===== config.mk =====
export PLATFORM = sky130hd
export DESIGN_NAME = rgb565_color_key_blitter_core
export DESIGN_NICKNAME = d
export VERILOG_FILES = /design/src/design/ckb_pkg.sv /design/src/design/rgb565_color_key_blitter_core.sv /design/src/design/ckb_front.sv /design/src/design/ckb_fifo.sv /design/src/design/ckb_back.sv
export VERILOG_INCLUDE_DIRS = /design/src /design/src/design
export SDC_FILE = /design/constraint.sdc
export NUM_CORES = 1
export LEC_CHECK = 0
export BUFFER_PORTS_ARGS = -buffer_cell sky130_fd_sc_hd__buf_2
export CAP_MARGIN = 20
export CORE_AREA = 3 3 213 215
export CTS_CLUSTER_SIZE = 10
export DETAILED_ROUTE_END_ITERATION = 6
export DIE_AREA = 0 0 216 218
export GPL_TIMING_DRIVEN = 1
export PLACE_DENSITY = 0.66
export SLEW_MARGIN = 0
export SYNTH_ARGS = -nofsm -noshare
export SYNTH_HDL_FRONTEND = slang
export SYNTH_SLANG_ARGS = --single-unit

===== constraint.sdc =====
create_clock -name clk -period 12.8 [get_ports clk]
set_input_delay 2.56 -clock clk [delete_from_list [all_inputs] [get_ports clk]]
set_output_delay 2.56 -clock clk [all_outputs]
set_load 0.03 [all_outputs]

===== src/design/assert_macros.svh =====
// ----------------------------------------------------------------------------
// assertion macros
// shared concurrent assertion helpers, empty when SYNTH is defined
// ----------------------------------------------------------------------------
`ifndef ASSERT_MACROS_SVH
`define ASSERT_MACROS_SVH

`ifndef SYNTH

`define ASSERT_PROP(lbl, clk, rstn, prop, msg) \
	lbl: assert property (@(posedge clk) disable iff (!rstn) prop) else $error(msg);

`define ASSERT_NEVER(lbl, clk, rstn, expr, msg) \
	lbl: assert property (@(posedge clk) disable iff (!rstn) !(expr)) else $error(msg);

`else

`define ASSERT_PROP(lbl, clk, rstn, prop, msg)

`define ASSERT_NEVER(lbl, clk, rstn, expr, msg)

`endif

`endif


===== src/design/ckb_pkg.sv =====
// ----------------------------------------------------------------------------
// ckb_pkg
// types, constants and color expansion tables of the color key blitter
// ----------------------------------------------------------------------------
package ckb_pkg;

	localparam int COORD_BITS    = 12;
	localparam int POS_BITS      = COORD_BITS + 1;
	localparam int PIXEL_BITS    = 16;
	localparam int FW_BITS       = 13;
	localparam int OFFSET_BITS   = 25;
	localparam int RGB_BITS      = 24;
	localparam int OUT_BITS      = OFFSET_BITS + RGB_BITS;
	localparam int OUT_TDATA_BITS = ((OUT_BITS + 7) / 8) * 8;
	localparam int CFG_IDX_BITS  = 3;
	localparam int CFG_DATA_BITS = 13;
	localparam int FIFO_DEPTH    = 4;
	localparam int FIFO_PTR_BITS = $clog2(FIFO_DEPTH);
	localparam int FIFO_CNT_BITS = $clog2(FIFO_DEPTH + 1);

	localparam logic [PIXEL_BITS-1:0] TRANSPARENT = 16'h0000;

	localparam logic [FW_BITS-1:0]    FRAME_WIDTH_RST  = 13'd1024;
	localparam logic [COORD_BITS-1:0] DEST_X_RST       = '0;
	localparam logic [COORD_BITS-1:0] DEST_Y_RST       = '0;
	localparam logic [COORD_BITS-1:0] IMAGE_WIDTH_RST  = COORD_BITS'(15);
	localparam logic [COORD_BITS-1:0] IMAGE_HEIGHT_RST = COORD_BITS'(25);

	typedef enum logic [CFG_IDX_BITS-1:0] {
		REG_FRAME_WIDTH  = 3'd0,
		REG_DEST_X       = 3'd1,
		REG_DEST_Y       = 3'd2,
		REG_IMAGE_WIDTH  = 3'd3,
		REG_IMAGE_HEIGHT = 3'd4
	} reg_idx_t;

	typedef struct packed {
		logic [PIXEL_BITS-1:0] pixel;
		logic [POS_BITS-1:0]   pos_y;
		logic [POS_BITS-1:0]   pos_x;
	} job_t;

	typedef struct packed {
		logic push;
		job_t job;
	} fifo_wr_t;

	typedef struct packed {
		logic avail;
		job_t job;
	} fifo_rd_t;

	function automatic logic [7:0] widen5(input logic [4:0] c);
		logic [7:0] v;
		case (c)
			5'd0:  v = 8'd0;
			5'd1:  v = 8'd8;
			5'd2:  v = 8'd16;
			5'd3:  v = 8'd24;
			5'd4:  v = 8'd32;
			5'd5:  v = 8'd41;
			5'd6:  v = 8'd49;
			5'd7:  v = 8'd57;
			5'd8:  v = 8'd65;
			5'd9:  v = 8'd74;
			5'd10: v = 8'd82;
			5'd11: v = 8'd90;
			5'd12: v = 8'd98;
			5'd13: v = 8'd106;
			5'd14: v = 8'd115;
			5'd15: v = 8'd123;
			5'd16: v = 8'd131;
			5'd17: v = 8'd139;
			5'd18: v = 8'd148;
			5'd19: v = 8'd156;
			5'd20: v = 8'd164;
			5'd21: v = 8'd172;
			5'd22: v = 8'd180;
			5'd23: v = 8'd189;
			5'd24: v = 8'd197;
			5'd25: v = 8'd205;
			5'd26: v = 8'd213;
			5'd27: v = 8'd222;
			5'd28: v = 8'd230;
			5'd29: v = 8'd238;
			5'd30: v = 8'd246;
			default: v = 8'd255;
		endcase
		return v;
	endfunction

	function automatic logic [7:0] widen6(input logic [5:0] c);
		logic [7:0] v;
		case (c)
			6'd0:  v = 8'd0;
			6'd1:  v = 8'd4;
			6'd2:  v = 8'd8;
			6'd3:  v = 8'd12;
			6'd4:  v = 8'd16;
			6'd5:  v = 8'd20;
			6'd6:  v = 8'd24;
			6'd7:  v = 8'd28;
			6'd8:  v = 8'd32;
			6'd9:  v = 8'd36;
			6'd10: v = 8'd40;
			6'd11: v = 8'd44;
			6'd12: v = 8'd48;
			6'd13: v = 8'd52;
			6'd14: v = 8'd56;
			6'd15: v = 8'd60;
			6'd16: v = 8'd64;
			6'd17: v = 8'd68;
			6'd18: v = 8'd72;
			6'd19: v = 8'd76;
			6'd20: v = 8'd80;
			6'd21: v = 8'd85;
			6'd22: v = 8'd89;
			6'd23: v = 8'd93;
			6'd24: v = 8'd97;
			6'd25: v = 8'd101;
			6'd26: v = 8'd105;
			6'd27: v = 8'd109;
			6'd28: v = 8'd113;
			6'd29: v = 8'd117;
			6'd30: v = 8'd121;
			6'd31: v = 8'd125;
			6'd32: v = 8'd129;
			6'd33: v = 8'd133;
			6'd34: v = 8'd137;
			6'd35: v = 8'd141;
			6'd36: v = 8'd145;
			6'd37: v = 8'd149;
			6'd38: v = 8'd153;
			6'd39: v = 8'd157;
			6'd40: v = 8'd161;
			6'd41: v = 8'd165;
			6'd42: v = 8'd170;
			6'd43: v = 8'd174;
			6'd44: v = 8'd178;
			6'd45: v = 8'd182;
			6'd46: v = 8'd186;
			6'd47: v = 8'd190;
			6'd48: v = 8'd194;
			6'd49: v = 8'd198;
			6'd50: v = 8'd202;
			6'd51: v = 8'd206;
			6'd52: v = 8'd210;
			6'd53: v = 8'd214;
			6'd54: v = 8'd218;
			6'd55: v = 8'd222;
			6'd56: v = 8'd226;
			6'd57: v = 8'd230;
			6'd58: v = 8'd234;
			6'd59: v = 8'd238;
			6'd60: v = 8'd242;
			6'd61: v = 8'd246;
			6'd62: v = 8'd250;
			default: v = 8'd255;
		endcase
		return v;
	endfunction

endpackage


===== src/design/rgb565_color_key_blitter_core.sv =====
// ----------------------------------------------------------------------------
// rgb565_color_key_blitter_core
// color keyed rgb565 to rgb888 blit with framebuffer offset generation
// ----------------------------------------------------------------------------
// channel   direction  transaction
// s_axis    in         one rgb565 source pixel, raster order
// m_axis    out        one opaque pixel: frame offset and rgb888 value
// cfg       in         one register write, no read-back
//
// one pixel accepted per cycle while the job queue has room; an opaque pixel leaves
// through the queue write, the offset multiply stage and the add stage
// s_axis_tready drops only when the four-entry job queue is full
// a stalled m_axis holds the back pipeline while the front keeps filling the queue
// reset clears the counters, the queue and the registers to their defaults
// ----------------------------------------------------------------------------
module rgb565_color_key_blitter_core (
	input  logic                                 clk,
	input  logic                                 arst_n,
	input  logic                                 cfg_we,
	input  logic [ckb_pkg::CFG_IDX_BITS-1:0]     cfg_index,
	input  logic [ckb_pkg::CFG_DATA_BITS-1:0]    cfg_data,
	input  logic                                 s_axis_tvalid,
	output logic                                 s_axis_tready,
	// source_pixel
	input  logic [ckb_pkg::PIXEL_BITS-1:0]       s_axis_tdata,
	output logic                                 m_axis_tvalid,
	input  logic                                 m_axis_tready,
	// frame_offset [24:0], pixel_rgb [48:25], zero pad
	output logic [ckb_pkg::OUT_TDATA_BITS-1:0]   m_axis_tdata
);

	logic [ckb_pkg::FW_BITS-1:0]    frame_width_q;
	logic [ckb_pkg::COORD_BITS-1:0] dest_x_q;
	logic [ckb_pkg::COORD_BITS-1:0] dest_y_q;
	logic [ckb_pkg::COORD_BITS-1:0] image_width_q;
	logic [ckb_pkg::COORD_BITS-1:0] image_height_q;

	ckb_pkg::fifo_wr_t wr;
	ckb_pkg::fifo_rd_t rd;
	logic              fifo_full;
	logic              pop;

	always_ff @(posedge clk or negedge arst_n) begin
		if (!arst_n) begin
			frame_width_q  <= ckb_pkg::FRAME_WIDTH_RST;
			dest_x_q       <= ckb_pkg::DEST_X_RST;
			dest_y_q       <= ckb_pkg::DEST_Y_RST;
			image_width_q  <= ckb_pkg::IMAGE_WIDTH_RST;
			image_height_q <= ckb_pkg::IMAGE_HEIGHT_RST;
		end else if (cfg_we) begin
			case (ckb_pkg::reg_idx_t'(cfg_index))
				ckb_pkg::REG_FRAME_WIDTH:  frame_width_q  <= cfg_data;
				ckb_pkg::REG_DEST_X:       dest_x_q       <= cfg_data[ckb_pkg::COORD_BITS-1:0];
				ckb_pkg::REG_DEST_Y:       dest_y_q       <= cfg_data[ckb_pkg::COORD_BITS-1:0];
				ckb_pkg::REG_IMAGE_WIDTH:  image_width_q  <= cfg_data[ckb_pkg::COORD_BITS-1:0];
				ckb_pkg::REG_IMAGE_HEIGHT: image_height_q <= cfg_data[ckb_pkg::COORD_BITS-1:0];
				default: ;
			endcase
		end
	end

	ckb_front u_front (
		.clk           (clk),
		.arst_n        (arst_n),
		.dest_x        (dest_x_q),
		.dest_y        (dest_y_q),
		.image_width   (image_width_q),
		.image_height  (image_height_q),
		.s_axis_tvalid (s_axis_tvalid),
		.s_axis_tready (s_axis_tready),
		.s_axis_tdata  (s_axis_tdata),
		.fifo_full     (fifo_full),
		.wr            (wr)
	);

	ckb_fifo u_fifo (
		.clk    (clk),
		.arst_n (arst_n),
		.wr     (wr),
		.full   (fifo_full),
		.pop    (pop),
		.rd     (rd)
	);

	ckb_back u_back (
		.clk           (clk),
		.arst_n        (arst_n),
		.frame_width   (frame_width_q),
		.rd            (rd),
		.pop           (pop),
		.m_axis_tvalid (m_axis_tvalid),
		.m_axis_tready (m_axis_tready),
		.m_axis_tdata  (m_axis_tdata)
	);

endmodule


===== src/design/ckb_front.sv =====
// ----------------------------------------------------------------------------
// ckb_front
// accepts source pixels, tracks the raster position and queues opaque pixels
// ----------------------------------------------------------------------------
module ckb_front (
	input  logic                             clk,
	input  logic                             arst_n,
	input  logic [ckb_pkg::COORD_BITS-1:0]   dest_x,
	input  logic [ckb_pkg::COORD_BITS-1:0]   dest_y,
	input  logic [ckb_pkg::COORD_BITS-1:0]   image_width,
	input  logic [ckb_pkg::COORD_BITS-1:0]   image_height,
	input  logic                             s_axis_tvalid,
	output logic                             s_axis_tready,
	input  logic [ckb_pkg::PIXEL_BITS-1:0]   s_axis_tdata,
	input  logic                             fifo_full,
	output ckb_pkg::fifo_wr_t                wr
);

	logic [ckb_pkg::COORD_BITS-1:0] col_q;
	logic [ckb_pkg::COORD_BITS-1:0] row_q;
	logic [ckb_pkg::POS_BITS-1:0]   col_inc;
	logic [ckb_pkg::POS_BITS-1:0]   row_inc;
	logic                           accept;
	logic                           col_wrap;
	logic                           row_wrap;

	assign s_axis_tready = !fifo_full;
	assign accept        = s_axis_tvalid && s_axis_tready;

	assign col_inc  = {1'b0, col_q} + ckb_pkg::POS_BITS'(1);
	assign row_inc  = {1'b0, row_q} + ckb_pkg::POS_BITS'(1);
	assign col_wrap = col_inc >= {1'b0, image_width};
	assign row_wrap = row_inc >= {1'b0, image_height};

	assign wr.push      = accept && (s_axis_tdata != ckb_pkg::TRANSPARENT);
	assign wr.job.pixel = s_axis_tdata;
	assign wr.job.pos_x = {1'b0, dest_x} + {1'b0, col_q};
	assign wr.job.pos_y = {1'b0, dest_y} + {1'b0, row_q};

	always_ff @(posedge clk or negedge arst_n) begin
		if (!arst_n) begin
			col_q <= '0;
			row_q <= '0;
		end else if (accept) begin
			if (col_wrap) begin
				col_q <= '0;
				if (row_wrap) begin
					row_q <= '0;
				end else begin
					row_q <= row_inc[ckb_pkg::COORD_BITS-1:0];
				end
			end else begin
				col_q <= col_inc[ckb_pkg::COORD_BITS-1:0];
			end
		end
	end

endmodule


===== src/design/ckb_fifo.sv =====
// ----------------------------------------------------------------------------
// ckb_fifo
// short job queue between the front and the back
// ----------------------------------------------------------------------------
`include "assert_macros.svh"

module ckb_fifo (
	input  logic              clk,
	input  logic              arst_n,
	input  ckb_pkg::fifo_wr_t wr,
	output logic              full,
	input  logic              pop,
	output ckb_pkg::fifo_rd_t rd
);

	ckb_pkg::job_t                     mem_q [ckb_pkg::FIFO_DEPTH];
	logic [ckb_pkg::FIFO_PTR_BITS-1:0] wr_ptr_q;
	logic [ckb_pkg::FIFO_PTR_BITS-1:0] rd_ptr_q;
	logic [ckb_pkg::FIFO_CNT_BITS-1:0] count_q;

	assign full     = count_q == ckb_pkg::FIFO_CNT_BITS'(ckb_pkg::FIFO_DEPTH);
	assign rd.avail = count_q != '0;
	assign rd.job   = mem_q[rd_ptr_q];

	always_ff @(posedge clk) begin
		if (wr.push) begin
			mem_q[wr_ptr_q] <= wr.job;
		end
	end

	always_ff @(posedge clk or negedge arst_n) begin
		if (!arst_n) begin
			wr_ptr_q <= '0;
			rd_ptr_q <= '0;
			count_q  <= '0;
		end else begin
			if (wr.push) begin
				wr_ptr_q <= wr_ptr_q + ckb_pkg::FIFO_PTR_BITS'(1);
			end
			if (pop) begin
				rd_ptr_q <= rd_ptr_q + ckb_pkg::FIFO_PTR_BITS'(1);
			end
			case ({wr.push, pop})
				2'b10:   count_q <= count_q + ckb_pkg::FIFO_CNT_BITS'(1);
				2'b01:   count_q <= count_q - ckb_pkg::FIFO_CNT_BITS'(1);
				default: count_q <= count_q;
			endcase
		end
	end

	`ASSERT_NEVER(a_push_full, clk, arst_n, wr.push && full, "push into full queue")
	`ASSERT_NEVER(a_pop_empty, clk, arst_n, pop && !rd.avail, "pop from empty queue")
	`ASSERT_PROP(a_count_up, clk, arst_n, (wr.push && !pop) |=> (count_q == $past(count_q) + ckb_pkg::FIFO_CNT_BITS'(1)), "queue count lost a push")

endmodule


===== src/design/ckb_back.sv =====
// ----------------------------------------------------------------------------
// ckb_back
// expands queued pixels to rgb888 and computes the framebuffer offset
// ----------------------------------------------------------------------------
`include "assert_macros.svh"

module ckb_back (
	input  logic                                 clk,
	input  logic                                 arst_n,
	input  logic [ckb_pkg::FW_BITS-1:0]          frame_width,
	input  ckb_pkg::fifo_rd_t                    rd,
	output logic                                 pop,
	output logic                                 m_axis_tvalid,
	input  logic                                 m_axis_tready,
	output logic [ckb_pkg::OUT_TDATA_BITS-1:0]   m_axis_tdata
);

	localparam int PROD_BITS = ckb_pkg::POS_BITS + ckb_pkg::FW_BITS;

	logic                               en;
	logic [PROD_BITS-1:0]               prod_full;
	logic [ckb_pkg::RGB_BITS-1:0]       rgb;
	logic                               vld_s1;
	logic [ckb_pkg::OFFSET_BITS-1:0]    prod_s1;
	logic [ckb_pkg::POS_BITS-1:0]       x_s1;
	logic [ckb_pkg::RGB_BITS-1:0]       rgb_s1;
	logic                               vld_s2;
	logic [ckb_pkg::OFFSET_BITS-1:0]    off_s2;
	logic [ckb_pkg::RGB_BITS-1:0]       rgb_s2;

	assign en  = !vld_s2 || m_axis_tready;
	assign pop = en && rd.avail;

	assign prod_full = PROD_BITS'(rd.job.pos_y) * PROD_BITS'(frame_width);
	assign rgb = {ckb_pkg::widen5(rd.job.pixel[15:11]),
		ckb_pkg::widen6(rd.job.pixel[10:5]),
		ckb_pkg::widen5(rd.job.pixel[4:0])};

	always_ff @(posedge clk or negedge arst_n) begin
		if (!arst_n) begin
			vld_s1 <= 1'b0;
			vld_s2 <= 1'b0;
		end else if (en) begin
			vld_s1 <= rd.avail;
			vld_s2 <= vld_s1;
		end
	end

	always_ff @(posedge clk) begin
		if (en) begin
			prod_s1 <= prod_full[ckb_pkg::OFFSET_BITS-1:0];
			x_s1    <= rd.job.pos_x;
			rgb_s1  <= rgb;
			off_s2  <= prod_s1 + ckb_pkg::OFFSET_BITS'(x_s1);
			rgb_s2  <= rgb_s1;
		end
	end

	assign m_axis_tvalid = vld_s2;
	// rgb888 pixel above frame offset, zero padded
	assign m_axis_tdata  = {{(ckb_pkg::OUT_TDATA_BITS - ckb_pkg::OUT_BITS){1'b0}},
		rgb_s2, off_s2};

	`ASSERT_PROP(a_hold_s1, clk, arst_n, !en |=> $stable(vld_s1), "stage one moved during stall")
	`ASSERT_PROP(a_fill_s1, clk, arst_n, pop |=> vld_s1, "popped job did not enter stage one")

endmodule

== Word level (Yosys, flattened, before mapping) ==
Memory sizes are Yosys's and may differ from the RTL's. A register that Yosys moved wholly into a read port is not among the register bits.
Cells that the tools add are included.

* Magnitude comparators: 2
* $mul: 1
* Multiplexer cells: 5
* Eq/ne operators: 7
* $add $sub $neg: 9
* Reductions and logical operators: 16

{| class="wikitable"
|+ Operator list
! operator !! number
|-
| 12-bit by 1-bit adder with 13-bit output (second input constant) || 2
|-
| 12-bit by 12-bit adder with 13-bit output || 2
|-
| 13-bit by 12-bit greater-or-equal comparator with 1-bit output || 2
|-
| 25-bit by 13-bit adder with 25-bit output || 1
|-
| 13-bit by 13-bit multiplier with 25-bit output || 1
|-
| 12-bit two-way mux || 2
|-
| 16-bit nonzero test || 1
|-
| 2-bit AND reduction || 6
|-
| 3-bit by 2-bit == test with 1-bit output (second input constant) || 2
|-
| 3-bit == test (second input constant) || 2
|-
| 3-bit case mux with 2 select lines || 1
|-
| 2-bit by 1-bit adder with 2-bit output (second input constant) || 2
|-
| 3-bit by 1-bit adder with 3-bit output (second input constant) || 1
|-
| 3-bit by 1-bit == test with 1-bit output (second input constant) || 1
|-
| 1-bit logical AND || 3
|-
| 3-bit zero test || 1
|-
| 3-bit nonzero test || 1
|-
| 3-bit by 1-bit subtractor with 3-bit output (second input constant) || 1
|-
| 2-bit by 1-bit == test with 1-bit output (second input constant) || 1
|-
| 2-bit == test (second input constant) || 1
|-
| 1-bit zero test || 2
|-
| 1-bit two-way mux || 2
|-
| 2-bit nonzero test || 1
|-
| 1-bit logical OR || 1
|}

* Memory bits (writable): 168
* Output and inout bits: 58
* Memories: 4
* Register bits: 181
* Logic and storage cells: 60
* Bits of input ports: 37
* ROM bits: 1024

{| class="wikitable"
|+ Memories
! memory !! words !! width !! read ports !! clocked after Yosys merged registers in !! write ports !! RTL line !! text
|-
| (name not given) || 64 || 8 || 1 || 1 || 0 || ckb_pkg.sv:94 || <nowiki>case (c)</nowiki>
|-
| (name not given) || 32 || 8 || 1 || 1 || 0 || ckb_pkg.sv:55 || <nowiki>case (c)</nowiki>
|-
| (name not given) || 32 || 8 || 1 || 1 || 0 || ckb_pkg.sv:55 ||
|-
| u_fifo.mem_q || 4 || 42 || 1 || 0 || 1 || ckb_fifo.sv:16 || <nowiki>ckb_pkg::job_t mem_q [ckb_pkg::FIFO_DEPTH];</nowiki>
|}

== Longest topological paths before layout ==
* Word-level depth: 6
* Mapped depth: 25
* Depth with buffers taken out: 20

== By module ==
Synthesis repeated with hierarchy kept, for this count alone.

* Cells, all modules: 1788
* Area, all modules: 22471.6 µm²

{| class="wikitable"
|+ Modules (own cells, without submodules)
! module !! area each (µm²) !! cells each !! seq. area each (µm²) !! instances
|-
| ckb_back || 10257.3 || 985 || 3383.2 || 1
|-
| ckb_fifo || 6518.8 || 256 || 5220.0 || 1
|-
| ckb_front || 3352.0 || 415 || 600.6 || 1
|-
| rgb565_color_key_blitter_core || 2343.5 || 132 || 1536.5 || 1
|}

== Least setup slack after synthesis ==
Ideal clock, no wire load.

* Kind: register -> register
* From: reg u_fifo.rd_ptr_q[0] (netlist name)
* To: reg u_back.prod_s1[24] (netlist name) (data pin)
* Buffers on the path: 4
* Setup time: 0.260 ns
* Data required time: 12.540 ns
* Setup slack: 6.713 ns
* Cell stages (with the launch flop): 24
* Period minus slack after synthesis: 6.087 ns
* Arrival: 5.827 ns
* Cell sequence: dfrtp_1 > buf_4 > buf_6 > buf_4 > mux4_2 > buf_2 > and2_1 > fa_1 > inv_1 > fa_1 > inv_1 > fa_1 > inv_1 > fa_1 > fa_1 > inv_1 > ha_1 > o211ai_1 > o21ai_2 > o2111ai_2 > a311oi_4 > nor3b_4 > a31oi_1 > xnor2_1

* Word-level cells in the longest chain between the ends: 2

{| class="wikitable"
|+ Ends and longest elaborated chain
! what !! RTL line !! text
|-
| from (decl) || ckb_fifo.sv:18 || <nowiki>logic [ckb_pkg::FIFO_PTR_BITS-1:0] rd_ptr_q;</nowiki>
|-
| from (signal assigned) || ckb_fifo.sv:41 || <nowiki>rd_ptr_q <= rd_ptr_q + ckb_pkg::FIFO_PTR_BITS'(1);</nowiki>
|-
| memory 4 x 42 bit || -- ||
|-
| 13-bit by 13-bit multiplier with 25-bit output || ckb_back.sv:34 || <nowiki>assign prod_full = PROD_BITS'(rd.job.pos_y) * PROD_BITS'(frame_width);</nowiki>
|-
| named net u_back.prod_full[24] || ckb_back.sv:21 || <nowiki>logic [PROD_BITS-1:0] prod_full;</nowiki>
|-
| to (signal assigned) || ckb_back.sv:51 || <nowiki>prod_s1 <= prod_full[ckb_pkg::OFFSET_BITS-1:0];</nowiki>
|-
| to (decl) || ckb_back.sv:24 || <nowiki>logic [ckb_pkg::OFFSET_BITS-1:0] prod_s1;</nowiki>
|}

The timed path passes the listed nets, and every way through them passes these cells.
A chain may end at the register's enable or synchronous reset.

== Final worst setup path ==
* From: reg u_fifo.rd_ptr_q[0] (netlist name)
* To: reg u_back.prod_s1[21] (netlist name) (data pin)

Same word-level chain as after synthesis.

==> results.tsv <==
stage	metric	value	unit
global_routing	GR Overflow Total	0	
status	status	finished clean	
detailed_routing	Pre-Repair DR Iteration Count	4	
synthesis	number of flops mapped to enable cells by yosys	279	
timing	clk_skew	0.0155	ns
setup_path	crit-path max FO	31	
clocking	count of cells resized by post-cts repair	0	
finish	nets@finish	2080	
die	core area	43900	um2
finish	Antenna Cells	0	
clocking	Max Buffers Root-to-Sink	3	
global_routing	initial antenna violation count	1	
synthesis	Synth Instances	1693	
finish	Layout area overhead	10.4	%
die	Die Area	47100	um2
worst_hold_path	Hold Crit Class	flop to flop	
synthesis	Synth Cell Area	21700	um2
clocking	clock transition at the registers of the reported paths	0.05	ns
synthesis	synth warn	0	
synthesis	Yosys reg bits	373	
timing	Fmax	0.150	GHz
finish	fillers	3687	
synthesis	Main synth FF type	edfxtp_1	
setup_path	Critical Path RT	13.11	ns
detailed_routing	DRT iter0 DRCs	613	
die	Top Ports	95	
clocking	CTS tree	built	
place	GP Congestion	0.821	
setup_path	CP Class	flop to flop	
global_routing	grt peak-use layer	met2	
timing	Final setup viols	0	
timing	minimum clock period	6.66	ns
setup_path	Setup crit start kind	flop	
detailed_routing	DR DRC count	0	
detailed_routing	via/cell ratio	5.21	
clocking	post-CTS setup buffers	0	
detailed_routing	Routed WL	40700	um
timing	Final Hold Viols	0	
global_routing	pin count of the biggest net entering global routing	87	
timing	final count of pins violating max slew	0	
die	Initial Util	49.3	%
timing	Rel. slew slack	30.2	%
setup_path	crit end category	flop	
clocking	Root Buffer	clkbuf_16	
synthesis	Post-synth ARST share	25.2	%
detailed_routing	routed len/inst	17.0	um
clocking	clk sinks	373	
synthesis	register area share after synthesis	49.6	%
setup_path	Worst EP arrival	6.97	ns
global_routing	total global-route track usage	18.1	%
synthesis	syn_area_per_cell	12.8	um2
place	Final HPWL DP	29400	um
clocking	Clock Latency Late Sink	0.56	ns
die	die height	218	um
job	MaxCap Viol Count	0	
synthesis	synth unique cells	71	
global_routing	met3 Use GR	3.30	%
clocking	H-tree depth	2	
die	# rows	77	
finish	most frequent cells in the layout	279 x edfxtp_1, 231 x inv_1, 159 x nand2_1, 136 x ha_1, 124 x fa_1	
finish	ratio of cells with drive above 1 in the final layout	15.5	%
clocking	CTS Buf Count	44	
place	IO Port Bufs	87	
timing	RSZ-0062 raised after global routing	no	
timing	Fin Setup TNS	0	ns
detailed_routing	ANT nets after route	0	
global_routing	vias in the first global route	12900	
detailed_routing	DR vias	12500	
finish	most common cell after layout, fill and taps aside	edfxtp_1	
global_routing	first-pass GRT wire length	67700	um
global_routing	met2 Usage GRT	29.2	%
timing	worst slew pin tran	1.05	ns
clocking	hold-fix buffers at CTS	0	
timing	period utilization	52.0	%
global_routing	GR met1 Demand/Resource	25.5	%
die	die width	216	um
[routing by layer]
metal	wire length, um	vias up
li1	-	5985
met1	19500	6190
met2	18600	212
met3	1660	67
met4	901	2
met5	12	-
[metrics by stage]
step	cell area, um2	utilization [%]	cells	hold slack, ns	setup slack [ns]
floorplan	21700	-	1699	0.400	6.71
global placement	22700	51.6	2327	0.403	6.17
detailed placement	22700	51.6	2327	0.405	6.06
CTS	23900	54.4	2391	0.417	6.06
global route	23900	54.5	2393	0.426	5.69
finish	23900	54.5	2393	0.417	6.14
[worst paths after layout]
check	start	endpoint	slack (ns)	depth (start not counted)
max	u_fifo.rd_ptr_q[0]$_DFFE_PN0P_	u_back.prod_s1[21]$_DFFE_PP_	6.14	18
min	u_back.rgb_s1[13]$_DFFE_PP_	u_back.rgb_s2[13]$_DFFE_PP_	0.42	0
max reg2reg	u_fifo.rd_ptr_q[0]$_DFFE_PN0P_	u_back.prod_s1[21]$_DFFE_PP_	6.14	18
min reg2reg	u_back.rgb_s1[13]$_DFFE_PP_	u_back.rgb_s2[13]$_DFFE_PP_	0.42	0
max in group asynchronous	arst_n	u_fifo.rd_ptr_q[0]$_DFFE_PN0P_	9.64	2
min in group asynchronous	arst_n	image_height_q[10]$_DFFE_PN0P_	1.99	1
[logic make-up (layout without fill, tap and decap cells)]
group                    after synthesis  count (layout)  synth area share (%)
AND/OR/NAND/NOR                      384             384                  8.89
flip-flops                           373             373                  49.6
buffers and inverters                291             393                  5.38
adder cells (fa/ha/maj)              260             260                  19.3
AO/OA/AOI/OAI                        205             205                  6.38
multiplexers                          92              92                  6.90
XOR/XNOR                              87              87                  3.55
other                                  1               7                0.0173
[cell usage after synthesis, drive strengths merged (8+ instances only)]
master	number	area, um2
buf	28	178
o21ai	67	347
inv	232	871
nand2b	16	100
xor2	22	200
nand3	16	95.1
and2	85	532
xnor2	65	569
nor2b	17	106
ha	136	1700
nand4	14	87.6
dfstp	8	210
a21o	25	190
a22o	8	70.1
nor2	40	155
mux2	49	552
a21oi	39	199
clkbuf	31	116
dfrtp	86	2150
edfxtp	279	8380
o31ai	9	77.6
nand2	159	597
mux4	41	923
nor3	11	55.1
fa	124	2480
[final cells by class]
class | instances | area [um2] | share of cell area [%]
multi-input combinational | 1035 | 9800 | 40.9
tap | 592 | 741 | 3.10
clock inverter | 5 | 86.3 | 0.361
clock buffer | 59 | 1170 | 4.88
timing repair buffer | 97 | 520 | 2.18
inverter | 232 | 873 | 3.65
sequential | 373 | 10700 | 44.9
[worst max-delay path, cell delays in order, from the launching register on]
cell	delay [ns]
dfrtp_2	0.66
buf_4	0.60
mux4_2	0.73
and2_1	0.23
fa_1	0.45
fa_1	0.53
fa_1	0.43
fa_1	0.50
inv_1	0.05
fa_1	0.47
inv_1	0.04
ha_1	0.33
a21oi_1	0.27
o21ai_0	0.18
a221oi_2	0.28
o41ai_2	0.17
a21o_1	0.21
a21oi_1	0.19
xnor2_1	0.08
[sequential cells by signal (all words and copies together) (netlist names)]
signal,count
u_fifo.mem_q,168
u_back.off_s2,25
u_back.prod_s1,25
u_back.rgb_s1,24
u_back.rgb_s2,24
frame_width_q,13
u_back.x_s1,13
dest_x_q,12
dest_y_q,12
image_height_q,12
image_width_q,12
u_front.col_q,12
u_front.row_q,12
u_fifo.count_q,3
u_fifo.rd_ptr_q,2
u_fifo.wr_ptr_q,2
u_back.m_axis_tvalid,1
u_back.vld_s1,1
Power is not shown: default switching activity piles up to over one toggle a cycle in this logic, so the estimate is an artifact.
